--- src/rtl/core/mcso_pkg.sv ---
// Shared constants, types and slot helpers for the multicolor cell slot optimizer.
// Standalone package; used by the channel interfaces, the top level and the checker.
package mcso_pkg;

	localparam int unsigned PIXELS = 32;
	localparam int unsigned SLOT_W = 2;
	localparam int unsigned BM_W   = PIXELS * SLOT_W;
	localparam int unsigned NIB_W  = 4;
	localparam int unsigned BYTE_W = 8;
	localparam int unsigned APB_AW = 3;
	localparam int unsigned APB_DW = 32;

	typedef logic [SLOT_W-1:0] slot_t;
	typedef logic [BM_W-1:0]   bitmap_t;
	typedef logic [NIB_W-1:0]  nibble_t;
	typedef logic [BYTE_W-1:0] byte_t;

	localparam slot_t SLOT_BG  = 2'd0;
	localparam slot_t SLOT_HI  = 2'd1;
	localparam slot_t SLOT_LO  = 2'd2;
	localparam slot_t SLOT_RAM = 2'd3;

	typedef enum logic [0:0] {
		REG_BACKGROUND_COLOR = 1'b0
	} reg_idx_t;

	typedef struct packed {
		slot_t map_hi;
		slot_t map_lo;
		slot_t map_ram;
	} slot_plan_t;

	function automatic logic slot_present(bitmap_t bm, slot_t v);
		logic hit;
		hit = 1'b0;
		for (int unsigned i = 0; i < PIXELS; i++) begin
			hit = hit | (bm[SLOT_W*i +: SLOT_W] == v);
		end
		return hit;
	endfunction

	function automatic bitmap_t slot_remap(bitmap_t bm, slot_plan_t plan);
		bitmap_t res;
		res = bm;
		for (int unsigned i = 0; i < PIXELS; i++) begin
			unique case (bm[SLOT_W*i +: SLOT_W])
				SLOT_BG:  res[SLOT_W*i +: SLOT_W] = SLOT_BG;
				SLOT_HI:  res[SLOT_W*i +: SLOT_W] = plan.map_hi;
				SLOT_LO:  res[SLOT_W*i +: SLOT_W] = plan.map_lo;
				SLOT_RAM: res[SLOT_W*i +: SLOT_W] = plan.map_ram;
				default:  res[SLOT_W*i +: SLOT_W] = SLOT_BG;
			endcase
		end
		return res;
	endfunction

endpackage

--- src/rtl/core/mcso_in_if.sv ---
// Input cell channel: valid/ready handshake with bitmap, screen and color bytes.
// Depends on mcso_pkg for field types.
interface mcso_in_if;
	logic                valid;
	logic                ready;
	mcso_pkg::bitmap_t   cell_bitmap;
	mcso_pkg::byte_t     screen_byte;
	mcso_pkg::byte_t     color_byte;

	modport source (output valid, output cell_bitmap, output screen_byte, output color_byte,
		input ready);
	modport sink (input valid, input cell_bitmap, input screen_byte, input color_byte,
		output ready);
endinterface

--- src/rtl/core/mcso_out_if.sv ---
// Result cell channel: valid/ready handshake with recoded bitmap, screen and color.
// Depends on mcso_pkg for field types.
interface mcso_out_if;
	logic                valid;
	logic                ready;
	mcso_pkg::bitmap_t   out_bitmap;
	mcso_pkg::byte_t     out_screen;
	mcso_pkg::byte_t     out_color;

	modport source (output valid, output out_bitmap, output out_screen, output out_color,
		input ready);
	modport sink (input valid, input out_bitmap, input out_screen, input out_color,
		output ready);
endinterface

--- src/rtl/core/multicolor_cell_slot_optimizer.sv ---
// Top level of the multicolor cell slot optimizer: APB register and three-stage pipeline.
// Depends on mcso_pkg, mcso_in_if and mcso_out_if.
//
// One cell per clock cycle sustained while the output is not stalled. A result moves from its
// input transfer through the stage one, two and three registers and leaves from stage three.
// Stage one registers the cell together with each slot's keep flag (slot present and its
// color unlike the background), stage two resolves the slot moves and final colors, stage
// three recodes the 32 pixels. All stages advance together whenever the result register is
// empty or being taken, so in_ch.ready follows out_ch.ready combinationally. The background
// color sits at byte address 0 and must only be written while the pipeline is empty.
module multicolor_cell_slot_optimizer (
	input  logic                        clk,
	input  logic                        arst_n,
	input  logic                        psel,
	input  logic                        penable,
	input  logic                        pwrite,
	input  logic [mcso_pkg::APB_AW-1:0] paddr,
	input  logic [mcso_pkg::APB_DW-1:0] pwdata,
	output logic [mcso_pkg::APB_DW-1:0] prdata,
	output logic                        pready,
	mcso_in_if.sink                     in_ch,
	mcso_out_if.source                  out_ch
);

	mcso_pkg::byte_t    bg_q;
	mcso_pkg::reg_idx_t reg_idx;
	logic               reg_hit;

	logic               advance;

	logic               keep_hi, keep_lo, keep_ram;
	logic               valid_s1;
	mcso_pkg::bitmap_t  bm_s1;
	mcso_pkg::nibble_t  hi_s1, lo_s1;
	mcso_pkg::byte_t    ram_s1;
	logic               keep_hi_s1, keep_lo_s1, keep_ram_s1;

	logic               do_a, do_b, do_c, ram_after_a, lo_after_a, hi_after_b;
	mcso_pkg::nibble_t  hi0, lo0, hi_n, lo_n;
	mcso_pkg::byte_t    ram0, ram_n;
	mcso_pkg::slot_plan_t plan;

	logic               valid_s2;
	mcso_pkg::bitmap_t  bm_s2;
	mcso_pkg::slot_plan_t plan_s2;
	mcso_pkg::byte_t    screen_s2, color_s2;

	logic               valid_s3;
	mcso_pkg::bitmap_t  bm_s3;
	mcso_pkg::byte_t    screen_s3, color_s3;

	assign pready  = 1'b1;
	assign reg_idx = mcso_pkg::reg_idx_t'(paddr[2]);
	assign reg_hit = (paddr[mcso_pkg::APB_AW-1:2] == '0);

	always_comb begin
		prdata = '0;
		if (reg_hit && reg_idx == mcso_pkg::REG_BACKGROUND_COLOR) begin
			prdata = {{(mcso_pkg::APB_DW - mcso_pkg::BYTE_W){1'b0}}, bg_q};
		end
	end

	always_ff @(posedge clk or negedge arst_n) begin
		if (!arst_n) begin
			bg_q <= '0;
		end else if (psel && penable && pwrite && pready && reg_hit
				&& reg_idx == mcso_pkg::REG_BACKGROUND_COLOR) begin
			bg_q <= pwdata[mcso_pkg::BYTE_W-1:0];
		end
	end

	assign advance     = !valid_s3 || out_ch.ready;
	assign in_ch.ready = advance;

	assign keep_hi  = mcso_pkg::slot_present(in_ch.cell_bitmap, mcso_pkg::SLOT_HI)
		&& ({4'h0, in_ch.screen_byte[7:4]} != bg_q);
	assign keep_lo  = mcso_pkg::slot_present(in_ch.cell_bitmap, mcso_pkg::SLOT_LO)
		&& ({4'h0, in_ch.screen_byte[3:0]} != bg_q);
	assign keep_ram = mcso_pkg::slot_present(in_ch.cell_bitmap, mcso_pkg::SLOT_RAM)
		&& (in_ch.color_byte != bg_q);

	always_ff @(posedge clk or negedge arst_n) begin
		if (!arst_n) begin
			valid_s1 <= 1'b0;
		end else if (advance) begin
			valid_s1 <= in_ch.valid;
		end
	end

	always_ff @(posedge clk) begin
		if (advance) begin
			bm_s1       <= in_ch.cell_bitmap;
			hi_s1       <= in_ch.screen_byte[7:4];
			lo_s1       <= in_ch.screen_byte[3:0];
			ram_s1      <= in_ch.color_byte;
			keep_hi_s1  <= keep_hi;
			keep_lo_s1  <= keep_lo;
			keep_ram_s1 <= keep_ram;
		end
	end

	always_comb begin
		hi0  = keep_hi_s1  ? hi_s1  : '0;
		lo0  = keep_lo_s1  ? lo_s1  : '0;
		ram0 = keep_ram_s1 ? ram_s1 : '0;

		do_a        = !keep_ram_s1 && keep_lo_s1;
		ram_after_a = keep_ram_s1 || keep_lo_s1;
		lo_after_a  = keep_lo_s1 && keep_ram_s1;
		do_b        = !ram_after_a && keep_hi_s1;
		hi_after_b  = keep_hi_s1 && ram_after_a;
		do_c        = !lo_after_a && hi_after_b;

		priority if (!keep_hi_s1) plan.map_hi = mcso_pkg::SLOT_BG;
		else if (do_b)            plan.map_hi = mcso_pkg::SLOT_RAM;
		else if (do_c)            plan.map_hi = mcso_pkg::SLOT_LO;
		else                      plan.map_hi = mcso_pkg::SLOT_HI;

		priority if (!keep_lo_s1) plan.map_lo = mcso_pkg::SLOT_BG;
		else if (do_a)            plan.map_lo = mcso_pkg::SLOT_RAM;
		else                      plan.map_lo = mcso_pkg::SLOT_LO;

		plan.map_ram = keep_ram_s1 ? mcso_pkg::SLOT_RAM : mcso_pkg::SLOT_BG;

		priority if (do_a) ram_n = {4'h0, lo0};
		else if (do_b)     ram_n = {4'h0, hi0};
		else               ram_n = ram0;

		priority if (do_c) lo_n = hi0;
		else if (do_a)     lo_n = '0;
		else               lo_n = lo0;

		hi_n = (do_b || do_c) ? '0 : hi0;
	end

	always_ff @(posedge clk or negedge arst_n) begin
		if (!arst_n) begin
			valid_s2 <= 1'b0;
			valid_s3 <= 1'b0;
		end else if (advance) begin
			valid_s2 <= valid_s1;
			valid_s3 <= valid_s2;
		end
	end

	always_ff @(posedge clk) begin
		if (advance) begin
			bm_s2     <= bm_s1;
			plan_s2   <= plan;
			screen_s2 <= {hi_n, lo_n};
			color_s2  <= ram_n;
			bm_s3     <= mcso_pkg::slot_remap(bm_s2, plan_s2);
			screen_s3 <= screen_s2;
			color_s3  <= color_s2;
		end
	end

	assign out_ch.valid      = valid_s3;
	assign out_ch.out_bitmap = bm_s3;
	assign out_ch.out_screen = screen_s3;
	assign out_ch.out_color  = color_s3;

endmodule

--- src/flat_wrapper.sv ---
// flat-port wrapper written by rule: the top's interface ports become plain ports
module multicolor_cell_slot_optimizer_flat 
  (clk, arst_n, psel, penable, pwrite, paddr, pwdata, prdata, pready, in_ch_valid, in_ch_cell_bitmap, in_ch_screen_byte, in_ch_color_byte, in_ch_ready, out_ch_valid, out_ch_out_bitmap, out_ch_out_screen, out_ch_out_color, out_ch_ready);
  mcso_in_if in_ch_i ();
  mcso_out_if out_ch_i ();
  input  logic clk;
  input  logic arst_n;
  input  logic psel;
  input  logic penable;
  input  logic pwrite;
  input  logic [mcso_pkg::APB_AW-1:0] paddr;
  input  logic [mcso_pkg::APB_DW-1:0] pwdata;
  output logic [mcso_pkg::APB_DW-1:0] prdata;
  output logic pready;
  input wire logic [$bits(in_ch_i.valid)-1:0] in_ch_valid;
  input wire logic [$bits(in_ch_i.cell_bitmap)-1:0] in_ch_cell_bitmap;
  input wire logic [$bits(in_ch_i.screen_byte)-1:0] in_ch_screen_byte;
  input wire logic [$bits(in_ch_i.color_byte)-1:0] in_ch_color_byte;
  output wire logic [$bits(in_ch_i.ready)-1:0] in_ch_ready;
  output wire logic [$bits(out_ch_i.valid)-1:0] out_ch_valid;
  output wire logic [$bits(out_ch_i.out_bitmap)-1:0] out_ch_out_bitmap;
  output wire logic [$bits(out_ch_i.out_screen)-1:0] out_ch_out_screen;
  output wire logic [$bits(out_ch_i.out_color)-1:0] out_ch_out_color;
  input wire logic [$bits(out_ch_i.ready)-1:0] out_ch_ready;
  assign in_ch_i.valid = in_ch_valid;
  assign in_ch_i.cell_bitmap = in_ch_cell_bitmap;
  assign in_ch_i.screen_byte = in_ch_screen_byte;
  assign in_ch_i.color_byte = in_ch_color_byte;
  assign in_ch_ready = in_ch_i.ready;
  assign out_ch_valid = out_ch_i.valid;
  assign out_ch_out_bitmap = out_ch_i.out_bitmap;
  assign out_ch_out_screen = out_ch_i.out_screen;
  assign out_ch_out_color = out_ch_i.out_color;
  assign out_ch_i.ready = out_ch_ready;
  multicolor_cell_slot_optimizer u_core (.clk(clk), .arst_n(arst_n), .psel(psel), .penable(penable), .pwrite(pwrite), .paddr(paddr), .pwdata(pwdata), .prdata(prdata), .pready(pready), .in_ch(in_ch_i), .out_ch(out_ch_i));
endmodule
--- config.mk ---
export PLATFORM = sky130hd
export DESIGN_NAME = multicolor_cell_slot_optimizer_flat
export DESIGN_NICKNAME = d
export VERILOG_FILES = /design/src/rtl/core/mcso_pkg.sv /design/src/rtl/core/mcso_in_if.sv /design/src/rtl/core/mcso_out_if.sv /design/src/rtl/core/multicolor_cell_slot_optimizer.sv /design/src/flat_wrapper.sv
export SDC_FILE = /design/constraint.sdc
export NUM_CORES = 1
export LEC_CHECK = 0
export BUFFER_PORTS_ARGS = -buffer_cell sky130_fd_sc_hd__buf_4
export CAP_MARGIN = 15
export CORE_MARGIN = 3
export CORE_UTILIZATION = 54
export DETAILED_ROUTE_END_ITERATION = 10
export GPL_TIMING_DRIVEN = 0
export PLACE_DENSITY = 0.8
export REMOVE_ABC_BUFFERS = 1
export SYNTH_ARGS = -nofsm -noshare
export SYNTH_HDL_FRONTEND = slang
export SYNTH_SLANG_ARGS = --single-unit
export TNS_END_PERCENT = 100
--- constraint.sdc ---
create_clock -name clk -period 11.8 [get_ports clk]
set_clock_uncertainty 0.1 [all_clocks]
set_input_delay 2.36 -clock clk [delete_from_list [all_inputs] [get_ports clk]]
set_output_delay 2.36 -clock clk [all_outputs]
set_load 0.03 [all_outputs]
==> flow_summary_export.csv, run 1 <==
group,metric,value,unit
sta,setup_viol,0,
power_and_ir_drop,power.switching,0.0007570,W
synth,yosysSeqAreaShare,74.21,%
detailed_routing,detail_route.vias_per_cell,5.378,
sta,fin_tns_setup,0,ns
place,post-place-ws,6.026,ns
clocking,cts-resized-gates,0,
detailed_routing,wl_per_cell,17.60,um
clocking,htree_levels,1,
sta,worstMarginPinSlew,1.109,ns
setup_path,arrival,3.30,ns
detailed_routing,drt_wl_total,20.23,mm
sta,min_period_over_period,48.80,%
clocking,cts_buffers,26,
clocking,clock_path_buffers,3,
sta,fin_crit,5.759,ns
detailed_routing,vias,6179,
floorplan,rows,50,
global_route,grt_start_max_net_pins,80,
synth,synthFlopType,"edfxtp_1",
setup_path,cp.required,9.34,ns
power_and_ir_drop,finalPower,0.002654,W
clocking,cts_tree,"built",
setup_path,critical_path_class,"input pin to output pin",
hold_path,hp-class,"flip-flop to flip-flop",
power_and_ir_drop,clkPwrFrac,27.4,%
clocking,cts_setup_buffers,0,
sta,fmax,173.7,MHz
detailed_routing,ant_nets,0,
sta,drv_slew,0,
synth,yosysMostFrequentCell,"edfxtp_1",
clocking,clk_pin_slew,0.06,ns
sta,grt_setup_unrepaired,"no",
place,numPortBuffers,185,
synth,synthesis.instances,672,
global_route,grt_pass1_vias,6029,
floorplan,die-area,20970,sq um
place,place_congestion,0.8097,
global_route,grt_pass1_wl,30.90,mm
setup_path,startpoint_type,"input pin",
synth,synth_cell_types,34,
floorplan,coreArea,18830,sq um
clocking,cts_num_sinks,259,
clocking,clock_latency,0.51,ns
detailed_routing,post-route-drc-count,0,
detailed_routing,first_pass_iters,7,
floorplan,num_io_pins,237,
synth,synth.largest_area_cell,"edfxtp_1",
sta,hold_viol_final,0,
run_status,outcome,"finished clean",
cells_and_area,area_growth,23.72,%
flow_run,maxCapViolCount,0,
detailed_routing,drt-initial-drc-count,407,
floorplan,start_util,55.26,%
power_and_ir_drop,switching_share,28.52,%
place,hpwl,14.31,mm
synth,synth-async-reset-ratio,4.247,%
synth,synthTopCellsByArea,"edfxtp_1 (72%), a22o_1 (5.4%), o21ai_0 (3.3%)",
power_and_ir_drop,power.internal,0.001897,W
synth,avgSynthCellArea,15.49,sq um
synth,synth-edff-count,248,
sta,setup_slack,6.041,ns
global_route,antenna_found_initial,0,
setup_path,endpoint_kind,"output pin",
synth,yosysTopAreaCellShare,71.56,%
power_and_ir_drop,pwr-share-comb,22.4,%
sta,slew_headroom,25.96,%
clocking,cts_root_buffer,"clkbuf_16",
cells_and_area,nets,993,
sta,holdWs,0.3169,ns
synth,netlist_top_cells_count,"edfxtp_1 (248), o21ai_0 (68), a22o_1 (64)",
setup_path,cp_max_fo,50,
global_route,track_usage,18.96,%
synth,ys_seq_elements,259,
floorplan,die_w,144.8,um
power_and_ir_drop,p_leak,5.122,nW
global_route,grt-ovfl-total,0,
clocking,hold_buffers,0,
floorplan,die_h,144.8,um
power_and_ir_drop,vdd_drop_max,0.0001675,V
power_and_ir_drop,p_seq_share,50.2,%
synth,yosysWarnings,0,
synth,syn_area,10410,sq um
cells_and_area,antenna_cells,0,
power_and_ir_drop,power.density,206.2,nW/um^2
cells_and_area,drive_gt1_share,26.88,%
per-stage QoR:
| stage | std cells | area [sq um] | utilization (%) |
|---|---|---|---|
| after floorplan | 652 | 10230 | - |
| after global placement | 1097 | 11940 | 63.42 |
| after detailed placement | 1103 | 12120 | 64.34 |
| after CTS | 1149 | 12870 | 68.37 |
| after global routing | 1149 | 12870 | 68.37 |
| final | 1149 | 12870 | 68.37 |
path summary, 6_finish.rpt:
| check | from | slack [ns] | cells past startpoint | endpoint |
|---|---|---|---|---|
| min | u_core.screen_s2[4] | 0.32 | 0 | u_core.out_ch.out_screen[4] |
| max in group asynchronous | arst_n | 9.89 | 1 | u_core.bg_q[1] |
| min in group asynchronous | arst_n | 1.57 | 1 | u_core.bg_q[7] |
| max reg2reg | u_core.out_ch.valid | 9.61 | 3 | u_core.bm_s2[33] |
| min reg2reg | u_core.screen_s2[4] | 0.32 | 0 | u_core.out_ch.out_screen[4] |
| max | out_ch_ready | 6.04 | 3 | in_ch_ready |
critical path, stage by stage:
cell      delay (ns)
buf_4           0.07
nand2b_4        0.55
buf_4           0.28
cells by family (layout without fill, tap and decap cells):
family | after synthesis | count (layout) | share of synthesized area [%]
compound gates | 184 | 184 | 12.49
mux | 10 | 10 | 1.082
flops | 259 | 259 | 74.21
simple gates | 134 | 134 | 7.346
other cells | 2 | 25 | 0.07217
xor+xnor | 17 | 17 | 1.431
buf+inv | 66 | 260 | 3.367
cells in the final DEF, fill, tap and decap left out, types with 6 or more instances in the layout:
cell	count
a22o_1	64
a22oi_1	28
and2_1	9
and2b_1	6
buf_16	6
buf_4	185
clkbuf_1	8
clkbuf_16	27
clkinv_2	7
conb_1	25
dfrtp_1	11
edfxtp_1	248
inv_1	23
mux2_2	10
nand2_1	36
nand2b_1	12
nand4_1	6
nor2b_1	47
nor4_1	6
o21ai_0	68
o22ai_1	8
xnor2_1	8
xor2_1	9
layer usage:
layer	track usage, %	part of all wire [%]	up-vias
met5	0	0	-
met4	5.940	1.9	0
met3	3.845	6.3	34
met2	34.34	54	207
met1	22.82	38	2974
li1	-	-	2964
power groups by stage:
stage / Combinational (W) / Clock [W] / Sequential [W]
6_report: 0.000596 / 0.000727 / 0.00133
5_1_grt: 0.000637 / 0.000782 / 0.00135
4_1_cts: 0.000602 / 0.000743 / 0.00133
3_5_place_dp: 0.000600 / 0 / 0.00135
3_3_place_gp: 0.000565 / 0 / 0.00140
2_1_floorplan: 0.000205 / 0 / 0.00154
final cells by class:
type                            count  area, sq um
Sequential cell                   259         7722
Fill cell                        1290         5956
Multi-Input combinational cell    370         2427
Clock buffer                       35        705.7
Clock inverter                     11        53.80
Tap cell                          260        325.3
Timing Repair Buffer              191         1554
Inverter                           23        86.33
flip-flops by register name, indices dropped and copies added, names as in the netlist:
| signal | count |
|---|---|
| u_core.bm_s2 | 64 |
| u_core.screen_s2 | 8 |
| u_core.valid_s1 | 1 |
| u_core.hi_s1 | 4 |
| u_core.out_ch.out_screen | 8 |
| u_core.out_ch.out_color | 8 |
| u_core.bg_q | 8 |
| u_core.keep_ram_s1 | 1 |
| u_core.valid_s2 | 1 |
| u_core.keep_lo_s1 | 1 |
| u_core.keep_hi_s1 | 1 |
| u_core.out_ch.valid | 1 |
| u_core.ram_s1 | 8 |
| u_core.lo_s1 | 4 |
| u_core.bm_s1 | 64 |
| u_core.color_s2 | 8 |
| u_core.plan_s2 | 5 |
| u_core.out_ch.out_bitmap | 64 |
No activity file was read; power rests on OpenSTA's default activity.
==> inputs of run 2 (changes only) <==
--- a/config.mk
+++ b/config.mk
@@ -5,13 +5,14 @@
 export SDC_FILE = /design/constraint.sdc
 export NUM_CORES = 1
 export LEC_CHECK = 0
+export ABC_AREA = 1
 export BUFFER_PORTS_ARGS = -buffer_cell sky130_fd_sc_hd__buf_4
 export CAP_MARGIN = 15
 export CORE_MARGIN = 3
 export CORE_UTILIZATION = 54
 export DETAILED_ROUTE_END_ITERATION = 10
 export GPL_TIMING_DRIVEN = 0
-export PLACE_DENSITY = 0.8
+export PLACE_DENSITY = 0.79
 export REMOVE_ABC_BUFFERS = 1
 export SYNTH_ARGS = -nofsm -noshare
 export SYNTH_HDL_FRONTEND = slang
==> constraint.sdc (replaced) <==
create_clock -name clk -period 6 [get_ports clk]
set_clock_uncertainty 0.1 [all_clocks]
set_input_delay 1.2 -clock clk [delete_from_list [all_inputs] [get_ports clk]]
set_output_delay 1.2 -clock clk [all_outputs]
set_load 0.03 [all_outputs]
==> run 2 against run 1 <==
  * Worst setup slack worse by 3.8 ns
  * Sequential share of layout area is 2.6 points lower
  * First-iteration DRC count is 25% higher
  * Clock power is 110% higher
  * Die area is 4.8% higher
  * Count of clock-buffer cells in the layout is 3 lower
  * Synthesized cell count is 41% higher
  * Worst hold slack worse by 0.0053 ns
  * Total power is 100% higher
  * Sequential cell count stayed put
  * Non-clock buffer count is 2 higher
  * Critical path type unchanged
  * Highest routed layer unchanged
==> flow_summary_export.csv, run 2 <==
group,metric,value,unit
run_status,outcome,"finished clean",
sta,slew_headroom,33.47,%
setup_path,slowest_stage,"nand2_4",
hold_path,hp-class,"flip-flop to flip-flop",
sta,drv_slew,0,
floorplan,die-area,21990,sq um
cells_and_area,antenna_cells,0,
synth,synth-async-reset-ratio,4.247,%
place,place_congestion,0.8380,
clocking,cts_setup_buffers,0,
power_and_ir_drop,vdd_drop_max,0.0002087,V
detailed_routing,wl_per_cell,15.44,um
detailed_routing,first_pass_iters,5,
global_route,grt-ovfl-total,0,
clocking,clock_path_buffers,3,
sta,worstMarginPinSlew,0.9979,ns
power_and_ir_drop,finalPower,0.005419,W
setup_path,cp_max_fo,76,
synth,synth-edff-count,248,
synth,netlist_top_cells_count,"edfxtp_1 (248), nand3_1 (225), nand2_1 (163)",
clocking,clock_latency,0.51,ns
clocking,cts_num_sinks,259,
synth,synth_cell_types,27,
detailed_routing,ant_nets,0,
synth,yosysWarnings,0,
cells_and_area,layout_commonest_cell,"edfxtp_1",
synth,synthFlopType,"edfxtp_1",
global_route,grt_pass1_vias,7152,
sta,hold_viol_final,0,
synth,ys_seq_elements,259,
clocking,cts-resized-gates,0,
setup_path,endpoint_kind,"output pin",
place,hpwl,15.49,mm
clocking,cts_buffers,26,
place,numPortBuffers,185,
setup_path,startpoint_type,"input pin",
detailed_routing,drt_wl_total,22.14,mm
synth,yosysTopAreaCellShare,68.13,%
floorplan,die_w,148.3,um
clocking,cts_tree,"built",
setup_path,cp.required,4.70,ns
setup_path,crit_chain,"buf_4 -> inv_1 -> nand2_4 -> buf_16 -> buf_4",
clocking,clk_pin_slew,0.06,ns
sta,setup_viol,0,
place,post-place-ws,2.234,ns
floorplan,start_util,55.61,%
cells_and_area,nets,1272,
sta,setup_slack,2.265,ns
power_and_ir_drop,p_leak,5.983,nW
synth,yosysMostFrequentCell,"edfxtp_1",
setup_path,cp_common_cell,"buf_4",
floorplan,die_h,148.3,um
clocking,hold_buffers,0,
sta,fin_crit,3.735,ns
floorplan,coreArea,19650,sq um
global_route,grt_pass1_wl,34.60,mm
power_and_ir_drop,power.density,402.8,nW/um^2
synth,synthesis.instances,949,
setup_path,cpPeakStageDelay,0.46,ns
clocking,htree_levels,1,
cells_and_area,drive_gt1_share,21.73,%
detailed_routing,post-route-drc-count,0,
sta,fmax,267.8,MHz
detailed_routing,drt-initial-drc-count,507,
floorplan,rows,51,
synth,yosysSeqAreaShare,70.65,%
global_route,antenna_found_initial,0,
detailed_routing,detail_route.vias_per_cell,5.109,
global_route,track_usage,19.76,%
floorplan,num_io_pins,237,
cells_and_area,utilization,68.46,%
synth,syn_area,10930,sq um
synth,synthTopCellsByArea,"edfxtp_1 (68%), nand3_1 (10%), nand2_1 (5.6%)",
synth,avgSynthCellArea,11.52,sq um
detailed_routing,vias,7327,
global_route,grt_start_max_net_pins,77,
clocking,cts_root_buffer,"clkbuf_16",
flow_run,maxCapViolCount,0,
cells_and_area,area_growth,23.09,%
sta,grt_setup_unrepaired,"no",
cells_and_area,most-common-layout-cells,"edfxtp_1 (248), nand3_1 (225), buf_4 (185)",
setup_path,arrival,2.43,ns
setup_path,critical_path_class,"input pin to output pin",
sta,min_period_over_period,62.24,%
synth,synth.largest_area_cell,"edfxtp_1",
## run 2: cell types whose count changed after synthesis, sizes merged, moves of 13 or more
cell,change
clkbuf,-13
nand2b,-13
a22o,-64
nor2b,-47
o21ai,-56
nand2,+128
a22oi,-28
nor2,+57
buf,+13
inv,+121
nand3,+225
## run 2: kinds of logic after synthesis
group,after synthesis,synth area share (%)
buffers and inverters,187,7.647
AO/OA/AOI/OAI,31,1.912
flip-flops,259,70.65
other,2,0.06871
multiplexers,1,0.1030
AND/OR/NAND/NOR,459,18.82
XOR/XNOR,10,0.8013
## run 2: final cells by class
| class | count | area [sq um] |
|---|---|---|
| well taps | 265 | 331.6 |
| flip-flops and latches | 259 | 7722 |
| inverters | 144 | 543.0 |
| clock inverters | 15 | 125.1 |
| clock buffers | 32 | 694.4 |
| fillers | 1445 | 6200 |
| multi-input cells | 526 | 2466 |
| repair buffers | 193 | 1572 |
## run 2: layer usage
layer	vias up	part of all wire (%)	GRT usage (%)
met5	-	0	0
met4	0	2.3	6.559
met3	42	7.5	4.388
met2	235	51	34.69
met1	3440	39	24.44
li1	3610	-	-
## run 2: worst paths after layout
check                                         start                      endpoint  slack (ns)  cells past startpoint
min in group asynchronous                    arst_n                u_core.bg_q[1]        0.41                      1
worst min-delay path                u_core.bm_s1[9]               u_core.bm_s2[9]        0.31                      0
worst min register to register      u_core.bm_s1[9]               u_core.bm_s2[9]        0.31                      0
worst max-delay path                   out_ch_ready                   in_ch_ready        2.27                      5
worst max register to register  u_core.out_ch.valid  u_core.out_ch.out_bitmap[28]        3.91                      3
max in group asynchronous                    arst_n                u_core.bg_q[2]        5.24                      1
## run 2: critical path, delay by kind of cell
kind,cells,cell delay (ns)
buffers and inverters,4,0.74
AND/OR/NAND/NOR,1,0.46
## run 2: where the power goes
group	internal (W)	switching (W)	total, W	leakage, nW
clock network	0.000905	0.000638	0.00154	0.392
logic	0.000423	0.000786	0.00121	2.97
registers	0.00248	0.000191	0.00267	2.62
## run 2: through the flow
stage / area (sq um) / setup TNS (ns) / instances / hold WS (ns)
6_report: 13450 / 0 / 1434 / 0.3116
3_3_place_gp: 12440 / -842.41 / 1379 / 0.3004
2_1_floorplan: 10720 / -378.38 / 929 / 0.3003
5_1_grt: 13450 / 0 / 1434 / 0.3172
3_5_place_dp: 12630 / 0 / 1387 / 0.3045
4_1_cts: 13450 / 0 / 1434 / 0.3141
==> inputs of run 3 (changes only) <==
--- a/config.mk
+++ b/config.mk
@@ -9,10 +9,10 @@
 export BUFFER_PORTS_ARGS = -buffer_cell sky130_fd_sc_hd__buf_4
 export CAP_MARGIN = 15
 export CORE_MARGIN = 3
-export CORE_UTILIZATION = 54
+export CORE_UTILIZATION = 49
 export DETAILED_ROUTE_END_ITERATION = 10
 export GPL_TIMING_DRIVEN = 0
-export PLACE_DENSITY = 0.79
+export PLACE_DENSITY = 0.76
 export REMOVE_ABC_BUFFERS = 1
 export SYNTH_ARGS = -nofsm -noshare
 export SYNTH_HDL_FRONTEND = slang
==> constraint.sdc (replaced) <==
create_clock -name clk -period 3.21 [get_ports clk]
set_clock_uncertainty 0.1 [all_clocks]
set_input_delay 0.642 -clock clk [delete_from_list [all_inputs] [get_ports clk]]
set_output_delay 0.642 -clock clk [all_outputs]
set_load 0.03 [all_outputs]
==> run 3 against run 2 <==
  * Total power grew 88%
  * Global-route usage shrank 1.8 points
  * Largest power group unchanged
  * Sequential share of layout area decreased by 0.44 points
  * Via count fell by 0.75%
  * Utilization fell by 6.5 points
  * Routed wire length down 0.45%
  * Worst setup slack worse by 1.6 ns
  * Design area is 0.78% higher
==> flow_summary_export.csv, run 3 (synthesized netlist as in run 2, its figures left out) <==
group,metric,value,unit
setup_path,critical_path_class,"flip-flop to output pin",
detailed_routing,first_pass_iters,5,
power_and_ir_drop,p_seq_share,48.8,%
power_and_ir_drop,finalPower,0.01016,W
clocking,cts_tree,"built",
sta,min_period_over_period,78.02,%
floorplan,rows,54,
sta,worstMarginPinSlew,1.025,ns
setup_path,cp_top_family,"buffers and inverters",
sta,setup_slack,0.7057,ns
place,post-place-ws,0.8310,ns
floorplan,die-area,24140,sq um
power_and_ir_drop,p_leak,6.025,nW
floorplan,start_util,49.93,%
sta,holdWs,0.2146,ns
sta,hold_viol_final,0,
setup_path,critical_path_buf_inv_count,2,
power_and_ir_drop,switching_share,29.64,%
floorplan,num_io_pins,237,
floorplan,coreArea,21890,sq um
place,hpwl,15.96,mm
flow_run,maxCapViolCount,0,
cells_and_area,drive_gt1_share,21.82,%
global_route,grt_pass1_vias,7240,
run_status,outcome,"finished clean",
clocking,cts-resized-gates,0,
setup_path,cpPeakStageDelay,0.41,ns
global_route,grt-ovfl-total,0,
setup_path,slowest_stage,"dfrtp_1",
detailed_routing,met3_length,1.501,mm
sta,setup_viol,0,
place,place_congestion,0.8680,
detailed_routing,drt_wl_total,22.04,mm
power_and_ir_drop,vdd_drop_max,0.0003450,V
detailed_routing,top_layer_used,"met4",
detailed_routing,post-route-drc-count,0,
sta,fin_crit,2.504,ns
clocking,clk_pin_slew,0.06,ns
detailed_routing,wl_met1,8.401,mm
clocking,cts_root_buffer,"clkbuf_16",
place,numPortBuffers,185,
sta,fmax,399.3,MHz
detailed_routing,wl_met2,11.47,mm
setup_path,crit_chain,"nand2_4 -> buf_16 -> buf_4",
power_and_ir_drop,pwr-share-comb,22.6,%
cells_and_area,nets,1275,
detailed_routing,wl_per_cell,15.16,um
hold_path,hp-class,"input pin to flip-flop",
power_and_ir_drop,power.internal,0.007151,W
global_route,antenna_found_initial,0,
detailed_routing,vias,7272,
cells_and_area,area_growth,24.05,%
setup_path,endpoint_kind,"output pin",
cells_and_area,most-common-layout-cells,"edfxtp_1 (248), nand3_1 (225), buf_4 (185)",
sta,grt_setup_unrepaired,"no",
clocking,cts_num_sinks,259,
power_and_ir_drop,clkPwrFrac,28.6,%
cells_and_area,layout_commonest_cell,"edfxtp_1",
floorplan,die_h,155.4,um
floorplan,die_w,155.4,um
setup_path,cp_max_fo,77,
global_route,grt_pass1_wl,34.81,mm
setup_path,cp.required,2.47,ns
global_route,grt_start_max_net_pins,79,
sta,drv_slew,0,
detailed_routing,ant_nets,0,
clocking,htree_levels,1,
detailed_routing,detail_route.vias_per_cell,5.001,
sta,slew_headroom,31.65,%
clocking,cts_buffers,27,
setup_path,arrival,1.76,ns
setup_path,startpoint_type,"flip-flop",
clocking,clock_latency,0.52,ns
global_route,track_usage,17.99,%
power_and_ir_drop,power.density,749.5,nW/um^2
clocking,clock_path_buffers,3,
power_and_ir_drop,power.switching,0.003012,W
detailed_routing,drt-initial-drc-count,410,
==> run 3: cell types whose count changed in the layout (fill, tap and decap cells not counted), sizes merged <==
cell / change
clkbuf: +8
clkinv: -4
buf: +1
bufinv: -1
clkinvlp: -1
diode: +1
dlygate4sd3: +1
==> run 3: path summary, 6_finish.rpt <==
check | startpoint | endpoint | slack [ns] | depth (start not counted)
worst min-delay path | in_ch_screen_byte[0] | u_core.lo_s1[0] | 0.21 | 1
worst max register to register | u_core.out_ch.valid | u_core.out_ch.out_bitmap[6] | 1.20 | 4
min in group asynchronous | arst_n | u_core.bg_q[6] | 0.40 | 2
max in group asynchronous | arst_n | u_core.out_ch.valid | 2.46 | 2
worst max-delay path | u_core.out_ch.valid | in_ch_ready | 0.71 | 3
worst min register to register | u_core.bm_s1[24] | u_core.bm_s2[24] | 0.32 | 0
==> run 3: what timing repair did <==
item	CTS	global route
hold buffers	1	0
buffers inserted	0	0
setup endpoints to repair	0	0
endpoints found under the hold margin	11	0
==> run 3: stage by stage <==
| step | instance area [sq um] | instances | utilization [%] | setup TNS, ns |
|---|---|---|---|---|
| floorplan | 10720 | 929 | - | -940.29 |
| global placement | 12460 | 1394 | 56.93 | -1400.17 |
| detailed placement | 12710 | 1403 | 58.06 | 0 |
| CTS | 13560 | 1453 | 61.93 | 0 |
| global route | 13560 | 1453 | 61.93 | 0 |
| finish | 13560 | 1454 | 61.94 | 0 |
==> run 3: final cells by class <==
| type | count | area, sq um |
|---|---|---|
| well taps | 280 | 350.3 |
| diodes | 1 | 2.502 |
| clock buffers | 40 | 764.5 |
| multi-input cells | 526 | 2466 |
| flip-flops and latches | 259 | 7722 |
| clock inverters | 9 | 71.32 |
| repair buffers | 195 | 1639 |
| inverters | 144 | 543.0 |
| fillers | 1727 | 8332 |
==> run 3: per-layer routing <==
metal,track usage [%],vias up
li1,-,3616
met1,20.45,3374
met2,32.82,231
met3,4.451,51
met4,6.419,0
met5,0,-
==> run 3: power groups by stage <==
stage / Sequential (W) / Combinational (W) / Clock, W
floorplan: 0.00576 / 0.000753 / 0
global placement: 0.00522 / 0.00214 / 0
detailed placement: 0.00503 / 0.00231 / 0
CTS: 0.00497 / 0.00232 / 0.00298
global route: 0.00504 / 0.00248 / 0.00314
finish: 0.00496 / 0.00230 / 0.00290
